--- config.mk ---
export PLATFORM = sky130hd
export DESIGN_NAME = rgbhsv_cell
export DESIGN_NICKNAME = d
export VERILOG_FILES = /design/src/rgbhsv_pkg.sv /design/src/rgbhsv_cell.sv
export SDC_FILE = /design/constraint.sdc
export NUM_CORES = 1
export LEC_CHECK = 0
export BUFFER_PORTS_ARGS = -buffer_cell sky130_fd_sc_hd__buf_2
export CORE_MARGIN = 5
export CORE_UTILIZATION = 58
export DETAILED_ROUTE_END_ITERATION = 8
export PLACE_DENSITY = 0.87
export REMOVE_ABC_BUFFERS = 1
export SYNTH_ARGS = -nofsm -noshare
export SYNTH_HDL_FRONTEND = slang
export SYNTH_SLANG_ARGS = --single-unit
--- constraint.sdc ---
create_clock -name clk -period 8.6 [get_ports clk]
set_input_delay 0 -clock clk [delete_from_list [all_inputs] [get_ports clk]]
set_output_delay 0 -clock clk [all_outputs]
set_load 0.005 [all_outputs]
--- src/rgbhsv_pkg.sv ---
// ----------------------------------------------------------------------------
// RGB to HSV package
// Widths and constants shared by the converter and its divider cells.
// ----------------------------------------------------------------------------
package rgbhsv_pkg;

  localparam int CHANNEL_BITS      = 8;
  localparam int HUE_FRACTION_BITS = 6;
  localparam int HUE_BITS          = 15;
  localparam int SAT_BITS          = 13;
  localparam int VAL_BITS          = 8;

  localparam int SAT_ONE      = 4096;
  localparam int SAT_ONE_LOG  = 12;
  localparam int DEG_SECTOR   = 60;
  localparam int DEG_FULL     = 360;
  localparam int SECTOR_GREEN = 2;
  localparam int SECTOR_BLUE  = 4;

  localparam int HUE_UNIT = DEG_SECTOR << HUE_FRACTION_BITS;
  localparam int HUE_FULL = DEG_FULL << HUE_FRACTION_BITS;

  // Dividend widths. Saturation: 4096*delta. Hue: HUE_UNIT*|diff|.
  localparam int UNIT_BITS = $clog2(HUE_UNIT + 1);
  localparam int QUO_BITS  = SAT_ONE_LOG + CHANNEL_BITS;
  localparam int NUM_BITS  = (UNIT_BITS + CHANNEL_BITS > QUO_BITS) ?
                             UNIT_BITS + CHANNEL_BITS : QUO_BITS;
  // Quotients never exceed 4096 or HUE_UNIT, so these many bits suffice.
  localparam int QB        = (UNIT_BITS > SAT_ONE_LOG + 1) ? UNIT_BITS : SAT_ONE_LOG + 1;
  localparam int STEPS     = QB;
  localparam int HSUM_BITS = $clog2(HUE_FULL + 1) + 2;

  typedef logic [CHANNEL_BITS-1:0] chan_t;
  typedef logic [NUM_BITS-1:0]     num_t;
  typedef logic [QB-1:0]           quo_t;

  // Data carried along the chain beside the two divisions.
  typedef struct packed {
    chan_t             mx;
    chan_t             delta;
    logic [1:0]        sector;  // 0 red, 1 green, 2 blue
    logic              neg;
    logic              zero_d;
    num_t              s_rem;
    quo_t              s_quo;
    num_t              h_rem;
    quo_t              h_quo;
  } lane_t;

endpackage

--- src/rgbhsv_cell.sv ---
// ----------------------------------------------------------------------------
// Divider cell
// One restoring quotient bit for both saturation and hue divisions.
// ----------------------------------------------------------------------------
module rgbhsv_cell (
  input  logic                 clk,
  input  logic                 rst,
  input  logic                 en,
  input  logic                 v_in,
  input  rgbhsv_pkg::lane_t    d_in,
  input  logic [5:0]           bitpos,
  output logic                 v_out,
  output rgbhsv_pkg::lane_t    d_out
);
  import rgbhsv_pkg::*;

  lane_t nx;
  logic [NUM_BITS+QB-1:0] ms, mh;

  always_comb begin
    nx = d_in;
    ms = {{QB{1'b0}}, NUM_BITS'(d_in.mx)} << bitpos;
    mh = {{QB{1'b0}}, NUM_BITS'(d_in.delta)} << bitpos;
    if ({{QB{1'b0}}, d_in.s_rem} >= ms && d_in.mx != '0) begin
      nx.s_rem = d_in.s_rem - ms[NUM_BITS-1:0];
      nx.s_quo[bitpos[$clog2(QB)-1:0]] = 1'b1;
    end
    if ({{QB{1'b0}}, d_in.h_rem} >= mh && !d_in.zero_d) begin
      nx.h_rem = d_in.h_rem - mh[NUM_BITS-1:0];
      nx.h_quo[bitpos[$clog2(QB)-1:0]] = 1'b1;
    end
  end

  always_ff @(posedge clk) begin
    if (rst) v_out <= 1'b0;
    else if (en) v_out <= v_in;
    if (en) d_out <= nx;
  end
endmodule

==> impl_results.md <==
- Die area: 0.0140 mm²
- Sequential cell area fraction in the yosys report: 38.3%
- Actual slew at the worst max-slew pin: 1.20 ns
- Crit. End Element: register
- Most common cell after layout, fill and taps aside: buf_2
- Most crowded layer after global routing: met2
- Post-synth ARST share: 0%
- Flop pwr share: 41.1%
- Final period utilization: 53.1%
- Core area: 0.0115 mm²
- GR Util All Layers: 28.2%
- Commonest non-fill, non-tap cells in the layout: buf_2, nand2_1, edfxtp_1, dlygate4sd3_1, a21oi_1
- Post-synth EDFFs: 86
- Worst EP required: 8.70 ns
- Synth Flop Type: edfxtp_1
- Crit-path max FO: 33
- Mapped Area: 0.00679 mm²
- Netlist cell types: 69
- Fmax: 219 MHz
- Layout cells sized above 1: 28.4%
- Hold Vio Cnt, Final: 2
- Combinational Power Share: 30.5%
- Met1 usage: 36.9%
- Startpoint types: primary input
- CTS Buffer Depth: 2
- Switching Share: 30.5%
- NetSw: 0.394 mW
- H-tree depth: 3
- Num rows: 39
- Top Ports: 183
- Maximum vdd ir drop: 0.117 mV
- Grt total ovfl: 0
- First-pass DRT Iterations: 5
- Worst-Skew Late Latency: 0.35 ns
- Die X: 118 µm
- Pin count of the biggest net entering global routing: 59
- Filler cells: 772
- Internal: 0.897 mW
- Wirelength per Cell: 19.3 µm
- Synth warn: 0
- Final setup vio count: 0
- Total wire length: 20800 µm
- Final std cells w/o fill: 1077
- Placed Cells: 988
- Dpl hpwl: 14100 µm
- Power density of the placed cells: 148 mW/mm²
- Area of the multi-input gates: 0.00393 mm²
- CTS Sinks: 87
- Register area: 0.00260 mm²
- CTS resizes: 0
- RSZ-0062 raised after global routing: no
- Fin nets: 1067
- Yosys reg bits: 87
- Outcome: finished, violations left
- GPL Wtd Cong: 1.00
- Violated checks: negative hold slack
- Synthesis-to-finish area growth: 28.5%
- Largest family of logic cells by synthesized area: compound AO/OA/AOI/OAI gates
- Drt initial violations: 839
- Post-synthesis cell count: 693
- Post-synthesis area per instance: 9.79 µm²
- Worst Skew: 0 ns
- CTS root buf: clkbuf_16
- Met3 Use GR: 5.92%
- Multiplexer share of the synthesized area: 11.8%
- Compound-Gate Fraction of Synth Area: 19.7%
- DRC: 0
- Clock buffer count from CTS: 9
- Post-synthesis simple-gate area fraction: 14.4%
- Clock transition at path regs: 0.07 ns
- Vias: 6602
- Post-route minimum period: 4.56 ns
- Clock share of power: 28.4%
- Synth Area in XOR/XNOR: 3.61%
- Synth Area in Adders: 8.33%
- # Max-Cap Violations: 0
- Initial Utilization: 59.2%
- Worst slew margin: 20.2%
- Hold Slack: -0.00406 ns
- Hold Path Class: in -> reg
- Setup_tns: 0 ns
- First-pass GRT wire length: 32400 µm
- Count of final max-slew check failures: 0
- I/O Buffers: 182
- P_leak: 3.58 nW
- WP data arrival: 4.66 ns
- Initial antenna violation count: 2
- Vias in the first global route: 6364
- Die Span Y: 118 µm
- M2 GR Usage: 46.0%
- Routed vias/inst: 6.13
- CP Class: in -> reg
- CTS tree: built
- DRT antenna net count: 0
[synth_stat cells, types with 3 or more instances]
master,number,area (µm²)
o2bb2ai_1,3,26.3
xor2_1,6,52.6
and4_1,3,26.3
a21boi_0,5,37.5
nand4_1,3,18.8
nand4b_1,3,26.3
nand2_1,96,360
mux2i_1,19,190
edfxtp_1,86,2580
nand3_1,9,45.0
a21o_1,7,52.6
o21bai_1,17,128
a211oi_1,6,45.0
clkbuf_1,18,67.6
and2_1,6,37.5
inv_1,22,82.6
xnor2_1,22,193
o22ai_1,6,37.5
nor2_1,47,176
mux2_4,10,150
ha_1,42,526
nand3b_1,3,22.5
mux2_2,27,304
a22oi_1,8,60.1
o21a_1,6,45.0
a21oi_1,50,250
nor4_1,6,37.5
nand2b_1,5,31.3
mux4_2,5,113
buf_2,6,30.0
o21ai_0,41,205
or2_2,3,18.8
a31oi_1,7,43.8
o211ai_1,4,30.0
nor3_1,8,40.0
nor2b_1,10,62.6
buf_4,6,45.0
a31o_2,15,131
mux2_1,4,45.0
[final timing paths]
check,startpoint,to,slack [ns],cells past startpoint
setup reg to reg,v_out,v_out,7.46,3
setup / recovery,bitpos[0],d_out[49],4.04,15
hold / removal,d_in[18],d_out[18],-0.004,2
hold reg to reg,v_out,v_out,1.05,3
[stage by stage]
stage	utilization, %	area (µm²)	power (mW)	setup slack, ns	hold slack, ns
finish	76.0	8720	1.29	4.04	-0.00406
global route	76.0	8720	1.34	3.76	0.00824
CTS	76.0	8710	1.28	4.14	0.00116
detailed placement	67.4	7730	0.892	3.83	0.166
global placement	67.4	7730	0.886	4.01	0.159
floorplan	-	6620	0.754	4.91	0.0724
[flip-flops by register name (all words and copies together) (netlist names)]
name	cells
d_out	86
v_out	1
[power by group through the flow]
stage                     logic [mW]  registers, mW  clock network (mW)
final                          0.394          0.530               0.367
after global placement         0.349          0.537                   0
after global routing           0.426          0.534               0.379
after floorplan                0.210          0.544                   0
after CTS                      0.383          0.529               0.364
after detailed placement       0.355          0.537                   0
[repair_timing]
| item | 4_1_cts | 5_1_grt |
|---|---|---|
| hold buffers | 71 | 0 |
| endpoints found under the hold margin | 70 | 0 |
| buffers inserted | 0 | 0 |
| setup endpoints to repair | 0 | 0 |
[layout make-up]
type	instances	area share, %
Multi-Input combinational cell	550	45.1
Sequential cell	87	29.8
Timing Repair Buffer	256	18.9
Clock buffer	9	2.58
Tap cell	143	2.05
Inverter	23	0.990
Clock inverter	7	0.531
Antenna cell	2	0.0574
[per-layer routing]
| layer | share of wire, % | vias to the layer above | wire length [µm] |
|---|---|---|---|
| li1 | - | 3078 | - |
| met2 | 47 | 430 | 9760 |
| met1 | 40 | 3030 | 8340 |
| met4 | 3.1 | 0 | 647 |
| met5 | 0 | - | 0 |
| met3 | 9.9 | 64 | 2070 |
[cells by family (layout without fill, tap and decap cells)]
group | Yosys count | in the layout
xor gates and xnor gates | 28 | 28
AOI/OAI and AO/OA | 201 | 201
buffers and inverters | 56 | 295
adders and majority gates | 44 | 44
muxes | 65 | 65
and+or+nand+nor | 212 | 212
DFF | 87 | 87
other | 0 | 2
[critical path, cell delays in order]
cell and delay (ns):
buf_2 0.52, nor2b_1 0.51, a22oi_1 0.22, mux2i_1 0.30
o2bb2ai_1 0.15, nand2_1 0.07, ha_1 0.37, and4_1 0.23
and2_1 0.15, a21boi_0 0.23, nor4b_1 0.11, nor2_1 0.18
o221ai_1 0.22, a21oi_4 0.97, mux2_2 0.42
Power figures use the tool's default switching activity.
